`src/hw/rtl/slba_pkg.sv`:
```
`default_nettype none
package slba_pkg;

  localparam int MIN_SHIFT = 4;
  localparam int MAX_SHIFT = 11;
  localparam int CLASS_N   = MAX_SHIFT - MIN_SHIFT + 1;
  localparam int SLABS     = 16;
  localparam int CLS_W     = 3;
  localparam int SLAB_W    = 4;
  localparam int OBJ_IDX_W = 8;
  localparam int SLAB_ID_W = CLS_W + SLAB_W;
  localparam int OBJ_W     = 166;
  localparam int CNT_W     = 8;
  localparam int ROW_W     = 2 * SLABS;
  localparam int USE_W     = 13;
  localparam int SIZE_W    = 16;
  localparam int NEED_W    = SIZE_W + 1;
  localparam int CHUNK_W   = 32;
  localparam int CHUNK_N   = (OBJ_W + CHUNK_W - 1) / CHUNK_W;

  // result codes
  localparam logic [2:0] RES_ALLOC     = 3'd0;
  localparam logic [2:0] RES_ZERO      = 3'd1;
  localparam logic [2:0] RES_TOO_LARGE = 3'd2;
  localparam logic [2:0] RES_NO_SLAB   = 3'd3;
  localparam logic [2:0] RES_FREED     = 3'd4;
  localparam logic [2:0] RES_BAD_FREE  = 3'd5;

  // slab states
  localparam logic [1:0] SS_NONE    = 2'd0;
  localparam logic [1:0] SS_FREE    = 2'd1;
  localparam logic [1:0] SS_PARTIAL = 2'd2;
  localparam logic [1:0] SS_FULL    = 2'd3;

  typedef struct packed {
    logic                 en;
    logic [CLS_W-1:0]     addr;
    logic [ROW_W-1:0]     row;
  } row_wr_t;

  typedef struct packed {
    logic                 en;
    logic [SLAB_ID_W-1:0] addr;
    logic [OBJ_W-1:0]     bitmap;
    logic [CNT_W-1:0]     count;
  } slab_wr_t;

  // objects per page for each class, header and aligned bitmap included
  function automatic logic [CNT_W-1:0] class_capacity(input logic [CLS_W-1:0] cls);
    logic [CNT_W-1:0] n;
    unique case (cls)
      3'd0: n = 8'd166;
      3'd1: n = 8'd100;
      3'd2: n = 8'd55;
      3'd3: n = 8'd29;
      3'd4: n = 8'd15;
      3'd5: n = 8'd7;
      3'd6: n = 8'd3;
      3'd7: n = 8'd1;
    endcase
    return n;
  endfunction

endpackage
`default_nettype wire

```
`src/hw/rtl/slba_zero_scan.sv`:
```
`default_nettype none
module slba_zero_scan (
  input  wire logic                          clk,
  input  wire logic                          en,
  input  wire logic [slba_pkg::OBJ_W-1:0]    bitmap,
  input  wire logic [slba_pkg::CNT_W-1:0]    obj_n,
  output logic                               found,
  output logic [slba_pkg::OBJ_IDX_W-1:0]     index
);

  localparam int PAD_W = slba_pkg::CHUNK_N * slba_pkg::CHUNK_W;
  localparam int IN_W  = $clog2(slba_pkg::CHUNK_W);
  localparam int CH_W  = slba_pkg::OBJ_IDX_W - IN_W;

  logic [PAD_W-1:0] masked;
  logic [slba_pkg::CHUNK_N-1:0] any_nxt, any_r;
  logic [IN_W-1:0] idx_nxt [slba_pkg::CHUNK_N];
  logic [IN_W-1:0] idx_r   [slba_pkg::CHUNK_N];

  // objects at or past the slab's capacity read as taken
  always_comb begin
    masked = '1;
    for (int i = 0; i < slba_pkg::OBJ_W; i++) begin
      masked[i] = bitmap[i] | (32'(i) >= 32'(obj_n));
    end
  end

  always_comb begin
    for (int c = 0; c < slba_pkg::CHUNK_N; c++) begin
      any_nxt[c] = 1'b0;
      idx_nxt[c] = '0;
      for (int b = slba_pkg::CHUNK_W - 1; b >= 0; b--) begin
        if (!masked[c*slba_pkg::CHUNK_W + b]) begin
          any_nxt[c] = 1'b1;
          idx_nxt[c] = IN_W'(b);
        end
      end
    end
  end

  // hold the chunk results while the update waits on the output
  always_ff @(posedge clk) begin
    if (en) begin
      any_r <= any_nxt;
      for (int c = 0; c < slba_pkg::CHUNK_N; c++) begin
        idx_r[c] <= idx_nxt[c];
      end
    end
  end

  always_comb begin
    found = |any_r;
    index = '0;
    for (int c = slba_pkg::CHUNK_N - 1; c >= 0; c--) begin
      if (any_r[c]) begin
        index = {CH_W'(c), idx_r[c]};
      end
    end
  end

endmodule
`default_nettype wire
```
`config.mk`:
```
export PLATFORM = sky130hd
export DESIGN_NAME = slba_zero_scan
export DESIGN_NICKNAME = d
export VERILOG_FILES = /design/src/hw/rtl/slba_pkg.sv /design/src/hw/rtl/slba_zero_scan.sv
export SDC_FILE = /design/constraint.sdc
export NUM_CORES = 1
export LEC_CHECK = 0
export ABC_CLOCK_PERIOD_IN_PS = 3200
export BUFFER_PORTS_ARGS = -buffer_cell sky130_fd_sc_hd__buf_2
export CORE_UTILIZATION = 53
export CTS_BUF_LIST = sky130_fd_sc_hd__clkbuf_4 sky130_fd_sc_hd__clkbuf_8 sky130_fd_sc_hd__clkbuf_16
export CTS_CLUSTER_SIZE = 28
export DETAILED_ROUTE_END_ITERATION = 6
export PLACE_DENSITY = 0.81
export SKIP_CTS_REPAIR_TIMING = 1
export SYNTH_ARGS = -nofsm -noshare
export SYNTH_HDL_FRONTEND = slang
export SYNTH_SLANG_ARGS = --single-unit
```
`constraint.sdc`:
```
create_clock -name clk -period 3.2 [get_ports clk]
set_input_delay 0.8 -clock clk [delete_from_list [all_inputs] [get_ports clk]]
set_output_delay 0.8 -clock clk [all_outputs]
set_load 0.02 [all_outputs]
```
==> metrics.cfg <==
[yosys]
synth.avg_cell_area_um2=7.05
synth_flop_cell=edfxtp_1
synthArstFlopShare_pct=0
synth.distinct_cells=89
synth-seq-cells=34
synth_cells=828
yosys_warnings=0
mappedNetlistArea_um2=5840
synth_edf_count=34
synth_nets=1004
ys_seq_area_share_pct=17.5

[floorplan]
rows=37
start_util_pct=55.6
core_area_um2=10500
fp.dieH_um=107
ios=185
die_area_um2=11400
die_width_um=107

[route]
first_pass_iters=6
wl_per_cell_um=19.7
via_count=7636
totalWireLength_um=23200
drt_iter0_drc=742
drcViolationCount=0
viasPerCell=6.47
ant_nets=0

[global_routing]
grt_pass1_wl_um=35200
track_usage_pct=40.2
grt-ovfl-total=0
grt_pass1_vias=6946
grt_max_degree=35
antenna_found_initial=1

[placement]
post-place-ws_ps=88.7
io_buffer_count=184
dpl.hpwl_um=18900
gp_congestion=0.997

[timing]
relSlewSlack_pct=48.6
timing.final.ws_setup_ps=341
post-route-period-util_pct=89.3
drv_slew=0
fmax_mhz=350
worst_hold_slack_ps=880
finalHoldViolCount=0
setup_viol=0
rsz0062_at_grt=false
fin_crit_ps=2860
fin_tns_setup_ps=0
worst_pin_slew_ps=771

[power]
vdd_drop_max_uv=206
power_density_nw_per_um2=245
leakagePower_nw=3.03

[setup_path]
worst-setup-path-type=in -> reg
worst-path-max-fanout=11
crit_required_ps=3240
crit_path_end_kind=flip-flop
crit_path_start_kind=primary input
worst_ep_arrival_time_ps=2900

[clock_tree]
numCtsBuffers=5
h-tree-depth=2
cts_root_buffer=clkbuf_8
cts_sinks=34
cts_max_path_buffers=2
clk_pin_slew_ps=90
cts_tree=built

[cells_and_area]
final_cell_mix=184 x buf_2, 155 x a21oi_1, 85 x nor2_1
nNetsFinal=1220
n_fill_cell=939
drive_gt1_share_pct=30.9
syn_to_final_growth_pct=24.4
diodes=0
final_common_cell=buf_2

[run_status]
status=finished, final reports clean

[run]
maxCapViolations=0

[worst_hold_path]
hold_path.class=in -> reg

## stage by stage
step / power, mW / util, % / area, µm² / instances
final: 1.78 / 69.1 / 7260 / 1180
after global routing: 1.86 / 69.1 / 7260 / 1180
after CTS: 1.75 / 69.1 / 7260 / 1180
after detailed placement: 1.44 / 68.4 / 7180 / 1173
after global placement: 1.44 / 68.4 / 7180 / 1173
after floorplan: 1.09 / - / 5840 / 828
## cell usage after synthesis, drive strengths merged, types with 3 or more instances
master | n | area share, %
a21oi | 160 | 14
nor2 | 87 | 5.7
o21ai | 81 | 7.4
nand2 | 59 | 3.8
buf | 48 | 6.2
edfxtp | 34 | 17
a211oi | 28 | 3.9
a31oi | 27 | 3.0
inv | 23 | 1.5
nand3 | 23 | 2.0
nor3 | 23 | 2.4
nand2b | 17 | 1.8
a21o | 16 | 2.1
nor2b | 14 | 1.5
o21a | 14 | 1.8
o22ai | 11 | 1.2
or2 | 11 | 1.2
clkbuf | 10 | 0.64
o211ai | 10 | 1.3
nand4 | 9 | 1.1
a22oi | 8 | 1.0
nor4b | 7 | 2.3
a221o | 6 | 1.0
and2 | 6 | 0.64
or3 | 6 | 0.64
a211o | 5 | 0.75
a31o | 5 | 0.75
o21bai | 5 | 0.64
o31ai | 5 | 0.96
and3 | 4 | 0.43
nor3b | 4 | 0.69
o311a | 4 | 0.69
o31a | 4 | 0.60
o41ai | 4 | 0.73
a221oi | 3 | 0.45
a41oi | 3 | 0.45
and4 | 3 | 0.45
nor4 | 3 | 0.84
o2111ai | 3 | 0.45
o211a | 3 | 0.51
o2bb2ai | 3 | 0.45
## worst max-delay path, cell delays in order
cell	delay (ps)
buf_2	170
buf_4	190
buf_4	140
nor3_4	380
a21oi_1	170
or2_2	320
nor3_1	150
nand3_1	150
nor3_1	320
nor3_1	110
## final timing paths
path	start	end	cells past startpoint
max	obj_n[6]	idx_r[0][4]	10
min	bitmap[160]	idx_r[5][0]	3
## where the power goes
part	switching [mW]	internal, mW	leakage, nW
logic	0.541	0.371	2.65
clock network	0.168	0.146	0.0438
registers	0.0180	0.533	0.329
total	0.727	1.05	3.03
## final cells by class
class	instances	area, µm²	share of cell area [%]
timing repair buffer	267	1570	21.6
tap	136	170	2.34
clock inverter	2	10.0	0.138
sequential	34	1020	14.1
clock buffer	5	68.8	0.948
inverter	23	86.3	1.19
multi-input combinational	713	4340	59.7
## layer usage
layer	vias to the layer above	share of wire, %	global-route usage [%]
met2	475	45	64.5
met3	74	10	7.17
met4	0	3.9	15.8
met1	3459	41	53.5
met5	-	0	0
li1	3628	-	-
## kinds of logic (layout without fill, tap and decap cells)
family / Yosys count / count (layout) / synth area share (%)
AO/OA/AOI/OAI: 426 / 426 / 47.0
adder cells (fa/ha/maj): 1 / 1 / 0.171
buffers and inverters: 81 / 297 / 8.32
flip-flops: 34 / 34 / 17.5
AND/OR/NAND/NOR: 286 / 286 / 27.0
## registers in the layout (all words and copies together), names as in the netlist
register and cells:
idx_r 28, any_r 6
No activity file was read; power rests on OpenSTA's default activity.
