`config.mk`:
```
export PLATFORM = sky130hd
export DESIGN_NAME = slba_status_mem
export DESIGN_NICKNAME = d
export VERILOG_FILES = /design/src/hw/rtl/slba_pkg.sv /design/src/hw/rtl/slba_status_mem.sv
export SDC_FILE = /design/constraint.sdc
export NUM_CORES = 1
export LEC_CHECK = 0
export CAP_MARGIN = 10
export CORE_MARGIN = 4
export CORE_UTILIZATION = 62
export CTS_CLUSTER_DIAMETER = 150
export DETAILED_ROUTE_END_ITERATION = 8
export DONT_BUFFER_PORTS = 1
export HOLD_SLACK_MARGIN = 0.1
export PLACE_DENSITY = 0.78
export SYNTH_ARGS = -nofsm -noshare
export SYNTH_HDL_FRONTEND = slang
export SYNTH_SLANG_ARGS = --single-unit
```
`constraint.sdc`:
```
create_clock -name clk -period 4.75 [get_ports clk]
set_input_delay 0.7125 -clock clk [delete_from_list [all_inputs] [get_ports clk]]
set_output_delay 0.7125 -clock clk [all_outputs]
set_load 0.05 [all_outputs]
```
`src/hw/rtl/slba_pkg.sv`:
```
`default_nettype none
package slba_pkg;

  localparam int MIN_SHIFT = 4;
  localparam int MAX_SHIFT = 11;
  localparam int CLASS_N   = MAX_SHIFT - MIN_SHIFT + 1;
  localparam int SLABS     = 16;
  localparam int CLS_W     = 3;
  localparam int SLAB_W    = 4;
  localparam int OBJ_IDX_W = 8;
  localparam int SLAB_ID_W = CLS_W + SLAB_W;
  localparam int OBJ_W     = 166;
  localparam int CNT_W     = 8;
  localparam int ROW_W     = 2 * SLABS;
  localparam int USE_W     = 13;
  localparam int SIZE_W    = 16;
  localparam int NEED_W    = SIZE_W + 1;
  localparam int CHUNK_W   = 32;
  localparam int CHUNK_N   = (OBJ_W + CHUNK_W - 1) / CHUNK_W;

  // result codes
  localparam logic [2:0] RES_ALLOC     = 3'd0;
  localparam logic [2:0] RES_ZERO      = 3'd1;
  localparam logic [2:0] RES_TOO_LARGE = 3'd2;
  localparam logic [2:0] RES_NO_SLAB   = 3'd3;
  localparam logic [2:0] RES_FREED     = 3'd4;
  localparam logic [2:0] RES_BAD_FREE  = 3'd5;

  // slab states
  localparam logic [1:0] SS_NONE    = 2'd0;
  localparam logic [1:0] SS_FREE    = 2'd1;
  localparam logic [1:0] SS_PARTIAL = 2'd2;
  localparam logic [1:0] SS_FULL    = 2'd3;

  typedef struct packed {
    logic                 en;
    logic [CLS_W-1:0]     addr;
    logic [ROW_W-1:0]     row;
  } row_wr_t;

  typedef struct packed {
    logic                 en;
    logic [SLAB_ID_W-1:0] addr;
    logic [OBJ_W-1:0]     bitmap;
    logic [CNT_W-1:0]     count;
  } slab_wr_t;

  // objects per page for each class, header and aligned bitmap included
  function automatic logic [CNT_W-1:0] class_capacity(input logic [CLS_W-1:0] cls);
    logic [CNT_W-1:0] n;
    unique case (cls)
      3'd0: n = 8'd166;
      3'd1: n = 8'd100;
      3'd2: n = 8'd55;
      3'd3: n = 8'd29;
      3'd4: n = 8'd15;
      3'd5: n = 8'd7;
      3'd6: n = 8'd3;
      3'd7: n = 8'd1;
    endcase
    return n;
  endfunction

endpackage
`default_nettype wire

```
`src/hw/rtl/slba_status_mem.sv`:
```
`default_nettype none
module slba_status_mem (
  input  wire logic                        clk,
  input  wire logic                        rst_n,
  input  wire logic [slba_pkg::CLS_W-1:0]  rd_addr,
  output logic [slba_pkg::ROW_W-1:0]       rd_row,
  input  wire slba_pkg::row_wr_t           wr
);

  logic [slba_pkg::ROW_W-1:0] mem [slba_pkg::CLASS_N];
  logic [slba_pkg::CLASS_N-1:0] valid_r;
  logic [slba_pkg::ROW_W-1:0] rd_row_r;
  logic rd_v_r;

  always_ff @(posedge clk) begin
    if (wr.en) begin
      mem[wr.addr] <= wr.row;
    end
    rd_row_r <= mem[rd_addr];
  end

  always_ff @(posedge clk) begin
    if (!rst_n) begin
      valid_r <= '0;
      rd_v_r  <= 1'b0;
    end else begin
      if (wr.en) begin
        valid_r[wr.addr] <= 1'b1;
      end
      rd_v_r <= valid_r[rd_addr];
    end
  end

  // a row never written holds only uncreated slabs
  assign rd_row = rd_v_r ? rd_row_r : '0;

endmodule
`default_nettype wire

```
==> impl_metrics.csv, run 1 <==
group,metric,value,unit
route,via_count,4469,
setup_path,crit_type,"reg2out",
cts,numCtsBuffers,28,
die,die_h,140.1,microns
sta,tightest_slew,1.214,ns
route,vias_per_cell,6.097,
finish,most-common-layout-cells,"256 x edfxtp_1, 65 x mux4_2, 41 x dfxtp_1, 33 x mux2_2, 32 x and2_1",
cts,clkSinkCount,297,
route,drtAntennaViolNets,0,
power_and_ir_drop,ir_drop,0.3088,mV
place,hpwl,9417,microns
power_and_ir_drop,p_leak,0.003845,uW
grt,antenna_found_initial,0,
cts,clock_path_buffers,3,
cts,h-tree-depth,1,
power_and_ir_drop,p_per_area,442.8,mW/mm^2
grt,first_global_vias,4935,
die,fp-row-count,48,
finish,instances_no_fill,733,
setup_path,worstPathMaxFanout,19,
finish,drive_above_1_share,29.13,%
cts,cts.clk_slew.worst_paths,0.06,ns
grt,grt_max_degree,68,
route,avgRoutedWirePerCell,25.08,microns
cts,holdBufCountCts,0,
sta,rsz0062_at_grt,"false",
sta,slew_violations,0,
sta,fmax,0.3841,GHz
sta,tns,0,ns
cts,clock_latency,0.53,ns
finish,num_antenna_cells,0,
cts,postCtsSetupBuffers,0,
flow_run,max-cap-violations,0,
setup_path,arrival,1.89,ns
grt,grt_remaining_overflow,0,
setup_path,worstSetupStartpointType,"flip-flop",
cts,cts_tree,"yes",
cts,cts-root-buf,"clkbuf_16",
logic_synthesis,syn_inst,475,
route,wirelength,18390,microns
place,gp_congestion,0.7333,
logic_synthesis,ys_warn_count,0,
grt,grtUsageTotal,19.38,%
logic_synthesis,syn_nets,516,
sta,setup_viol,0,
place,placed_cells,680,
worst_hold_path,hold_class,"in2reg",
route,drc,0,
sta,final_hold_viol_count,0,
sta,fin_crit,2.603,ns
logic_synthesis,ys_ff_latch,297,
status,outcome,"complete, no violations",
place,io_buffers,0,
setup_path,crit_required,4.04,ns
finish,layout_commonest_cell,"edfxtp_1",
logic_synthesis,yosysUniqueCellTypes,17,
grt,grt_pass1_wl,28920,microns
die,dieArea,0.01964,sq mm
finish,finalNetCount,529,
die,die_x,140.1,microns
sta,fin_skew,0.01107,ns
sta,post-route-period-util,54.81,%
finish,area_delta_synth_final,11.07,%
die,io_pins,73,
cts,cts_resized,0,
sta,whs,0.2741,ns
logic_synthesis,avgSynthCellArea,22.79,sq um
route,drtIter0Drc,326,
die,core-area,0.01718,sq mm
route,drt_pass1_iterations,5,
setup_path,cp-end-kind,"output port",
finish,finish.utilization,70.00,%
die,start_util,63.02,%
logic_synthesis,ys_seq_area_share,78.59,%
sta,relSlewSlack,18.86,%
logic_synthesis,synth_area,0.01083,sq mm
-- worst max-delay path, stage by stage, from the launching register on --
cell and delay, ns:
dfxtp_1 0.66, buf_16 0.22, and2_1 0.48
-- worst paths after layout --
path	slack, ns	end	cells past startpoint	startpoint
worst max-delay path	2.15	rd_row[2]	2	rd_v_r
worst min-delay path	0.27	mem[5][10]	0	wr[10]
worst max register to register	3.46	rd_row_r[24]	2	mem[6][24]
worst min register to register	0.46	valid_r[5]	1	valid_r[5]
-- where the power goes --
part           leakage (uW)  switching (uW)  internal, uW  total [uW]
logic              0.000743             110           110         220
registers           0.00267            27.6          2940        2970
clock network      0.000432             868          1270        2130
total               0.00384            1010          4320        5320
-- Yosys cell counts --
cell type  instances  area, sq um
nor3_1             2        10.01
mux2_2            33        371.6
buf_6              5        56.30
inv_1              1        3.750
a311oi_1           1        8.760
nor2_1             7        26.28
nand2_1            2        7.510
mux4_2            65         1464
clkbuf_1          10        37.54
buf_2              7        35.03
mux2i_1            1        10.01
dfxtp_1           41        820.8
o31ai_1            1        7.510
and2_1            32        200.2
nand2b_1           3        18.77
edfxtp_1         256         7687
o21a_1             8        60.06
-- registers in the layout (all words and copies together), names as in the netlist --
register / flops
mem: 256
rd_row_r: 32
valid_r: 8
rd_v_r: 1
-- kinds of logic after synthesis --
| group | Yosys count | share of synthesized area, % |
|---|---|---|
| flip-flops | 297 | 78.59 |
| multiplexers | 99 | 17.05 |
| AND/OR/NAND/NOR | 46 | 2.427 |
| buffers and inverters | 23 | 1.225 |
| AO/OA/AOI/OAI | 10 | 0.7051 |
-- per-layer routing --
layer	vias up	GRT usage [%]	share of wire, %
met5	-	0	0
met4	0	4.589	1.4
met3	20	4.097	5.7
met2	117	33.58	54
met1	2367	25.76	39
li1	1965	-	-
-- through the flow --
step | total power, uW | cell area (sq um) | setup slack [ns]
3_3_place_gp | 3230 | 11050 | 2.145
3_5_place_dp | 3240 | 11050 | 2.035
2_1_floorplan | 3225 | 10830 | 1.138
6_report | 5324 | 12020 | 2.147
5_1_grt | 5501 | 12020 | 2.005
4_1_cts | 5358 | 11940 | 1.699
-- cell type report --
type / instances / area [sq um]
sequential: 297 / 8508
tap: 225 / 281.5
clock buffer: 40 / 797.0
fill: 1014 / 5152
inverter: 1 / 3.754
multi-input combinational: 155 / 2240
timing repair buffer: 5 / 97.59
clock inverter: 10 / 96.34
Note: power is estimated with default switching activity, not from simulation.
==> run 2, diff against run 1 <==
ABC_AREA = 1   (was default)
CORE_UTILIZATION = 63   (was 62)
PLACE_DENSITY = 0.79   (was 0.78)
clock period = 2.51 ns   (was 4.75 ns; I/O delays follow)
==> run 2 against run 1 <==
Effect of this change: cell count is 79% higher; cell area is 8.3% higher; worst hold slack worse by 0.15 ns; sequential cell count stayed put; utilization is 2.5 points higher; largest power group unchanged.
==> impl_metrics.csv, run 2 <==
group,metric,value,unit
sta,final_hold_viol_count,0,
cts,cts-root-buf,"clkbuf_16",
finish,most-common-layout-cells,"263 x nor2_1, 256 x edfxtp_1, 212 x nand2_1, 67 x o21ai_1, 61 x o21ai_0",
cts,numCtsBuffers,29,
die,core-area,0.01796,sq mm
place,io_buffers,0,
cts,clock_latency,0.54,ns
logic_synthesis,synth_most_common_cell,"nor2_1",
cts,clock_path_buffers,3,
setup_path,worstPathMaxFanout,32,
logic_synthesis,synth_edf_count,256,
setup_path,cp_top_family,"buffers and inverters",
cts,cts.clk_slew.worst_paths,0.06,ns
route,vias_per_cell,5.455,
place,hpwl,11780,microns
cts,cts_tree,"yes",
sta,fmax,0.4799,GHz
logic_synthesis,synth_top_area_cell,"edfxtp_1",
place,placed_cells,1215,
logic_synthesis,syn_inst,1022,
cts,clkSinkCount,297,
die,die_h,143.3,microns
power_and_ir_drop,ir_drop,0.9818,mV
finish,regMostFlops,"mem",
sta,tightest_slew,0.5623,ns
finish,instances_no_fill,1309,
finish,area_delta_synth_final,13.03,%
setup_path,crit_type,"in2reg",
finish,largestRegisters,"mem (256), rd_row_r (32), valid_r (8)",
setup_path,crit_path_top_delay_cell,"dlygate4sd3_1",
power_and_ir_drop,p_per_area,814.2,mW/mm^2
finish,finalNetCount,1098,
grt,antenna_found_initial,0,
cts,h-tree-depth,1,
sta,relSlewSlack,62.52,%
logic_synthesis,syn_nets,1063,
route,drtIter0Drc,564,
setup_path,cpMostUsedCell,"dlygate4sd3_1",
route,drtAntennaViolNets,0,
finish,num_antenna_cells,0,
logic_synthesis,ys_seq_area_share,73.82,%
place,gp_congestion,0.8108,
route,via_count,7141,
finish,finish.utilization,72.52,%
finish,drive_above_1_share,5.926,%
die,die_x,143.3,microns
logic_synthesis,ys_top_cells_by_area,"edfxtp_1 67%, nor2_1 8.6%, dfxtp_1 7.1%",
grt,grt_pass1_wl,36290,microns
grt,first_global_vias,7034,
sta,rsz0062_at_grt,"false",
worst_hold_path,hp-start,"rd_addr[1]",
logic_synthesis,synth_top_area_share,66.70,%
route,drt_pass1_iterations,5,
setup_path,cp_cell_sequence,"dlygate4sd3_1 -> nor2_1 -> dlygate4sd3_1 -> nand2_1 -> inv_1 -> buf_4",
die,io_pins,73,
setup_path,r2r_start,"mem[6][31]",
route,drc,0,
logic_synthesis,ys_warn_count,0,
logic_synthesis,yosysUniqueCellTypes,17,
die,dieArea,0.02052,sq mm
logic_synthesis,ys_ff_latch,297,
sta,setup_viol,0,
die,fp-row-count,49,
grt,grt_remaining_overflow,0,
power_and_ir_drop,p_leak,0.005094,uW
logic_synthesis,synth_area,0.01152,sq mm
die,start_util,64.16,%
grt,grtUsageTotal,22.75,%
route,wirelength,22910,microns
worst_hold_path,hold_class,"in2reg",
status,outcome,"complete, no violations",
setup_path,cp-end-kind,"flip-flop",
sta,slew_violations,0,
grt,grt_max_degree,134,
logic_synthesis,synthArstFlopShare,0,%
flow_run,max-cap-violations,0,
setup_path,worstSetupStartpointType,"input pin",
sta,fin_crit,2.084,ns
route,avgRoutedWirePerCell,17.50,microns
logic_synthesis,yosys-top-cells-count,"264 x nor2_1, 256 x edfxtp_1, 212 x nand2_1",
place,pre_cts_slack,0.9089,ns
logic_synthesis,synth_ff_type,"edfxtp_1",
setup_path,slowest_delay,0.58,ns
finish,layout_commonest_cell,"nor2_1",
finish,largest_reg_flops,256,
sta,post-route-period-util,83.02,%
setup_path,arrival,2.25,ns
setup_path,crit_required,2.68,ns
sta,tns,0,ns
sta,fin_skew,0.01369,ns
finish,fill_cells,1160,
logic_synthesis,avgSynthCellArea,11.28,sq um
setup_path,crit_buf_inv,4,
setup_path,worstSetupStartpoint,"wr[34]",
sta,setup_ws,0.4261,ns
-- run 2: metrics by stage --
stage                     cell area (sq um)  total power, uW  hold slack, ns
after floorplan                       11520             6201          0.4354
after global placement                11650             6244          0.4517
after detailed placement              11650             6268          0.4515
after CTS                             13030            10670          0.1001
after global routing                  13030            10990          0.1228
final                                 13030            10610          0.1214
-- run 2: final timing paths --
kind | slack (ns) | cells past startpoint | end
setup reg to reg | 1.56 | 6 | rd_row_r[31]
hold reg to reg | 0.46 | 2 | valid_r[3]
hold / removal | 0.12 | 4 | rd_v_r
setup / recovery | 0.43 | 6 | mem[3][3]
-- run 2: layout make-up --
type | instances | area [sq um] | area share, %
Clock buffer | 39 | 783.3 | 6.013
Tap cell | 229 | 286.5 | 2.200
Inverter | 56 | 212.7 | 1.633
Timing Repair Buffer | 57 | 563.0 | 4.322
Sequential cell | 297 | 8508 | 65.32
Clock inverter | 15 | 177.7 | 1.364
Multi-Input combinational cell | 616 | 2495 | 19.15
-- run 2: timing repair --
item,in CTS,in global routing
hold endpoints to repair,297,0
setup buffers,0,0
endpoints found under the setup margin,0,0
resized for setup,0,0
hold buffers,40,0
-- run 2: metal layers --
layer	track usage [%]	vias to the layer above	wire length [microns]
li1	-	3465	-
met1	30.32	3393	9395
met2	38.97	236	11550
met3	3.784	47	1399
met4	6.938	0	561
met5	0	-	0
-- run 2: worst register-to-register path, stage by stage (launching register included) --
cell	delay, ns
edfxtp_1	0.35
nor2_1	0.09
nor2_1	0.05
o21ai_0	0.10
nand2_1	0.09
nand2_1	0.06
nand2_1	0.09
-- run 2: cells by family (layout without fill, tap and decap cells) --
kind of cell	Yosys count	after routing	share of synthesized area, %
DFF	297	297	73.82
buffers and inverters	109	167	4.592
AOI/OAI and AO/OA	135	135	5.862
and+or+nand+nor	481	481	15.72
-- run 2: where the power goes --
group	internal [uW]	switching (uW)	leakage, uW
registers	5560	50.5	0.00267
clock network	2600	1730	0.000471
logic	197	467	0.00195
total	8350	2250	0.00509
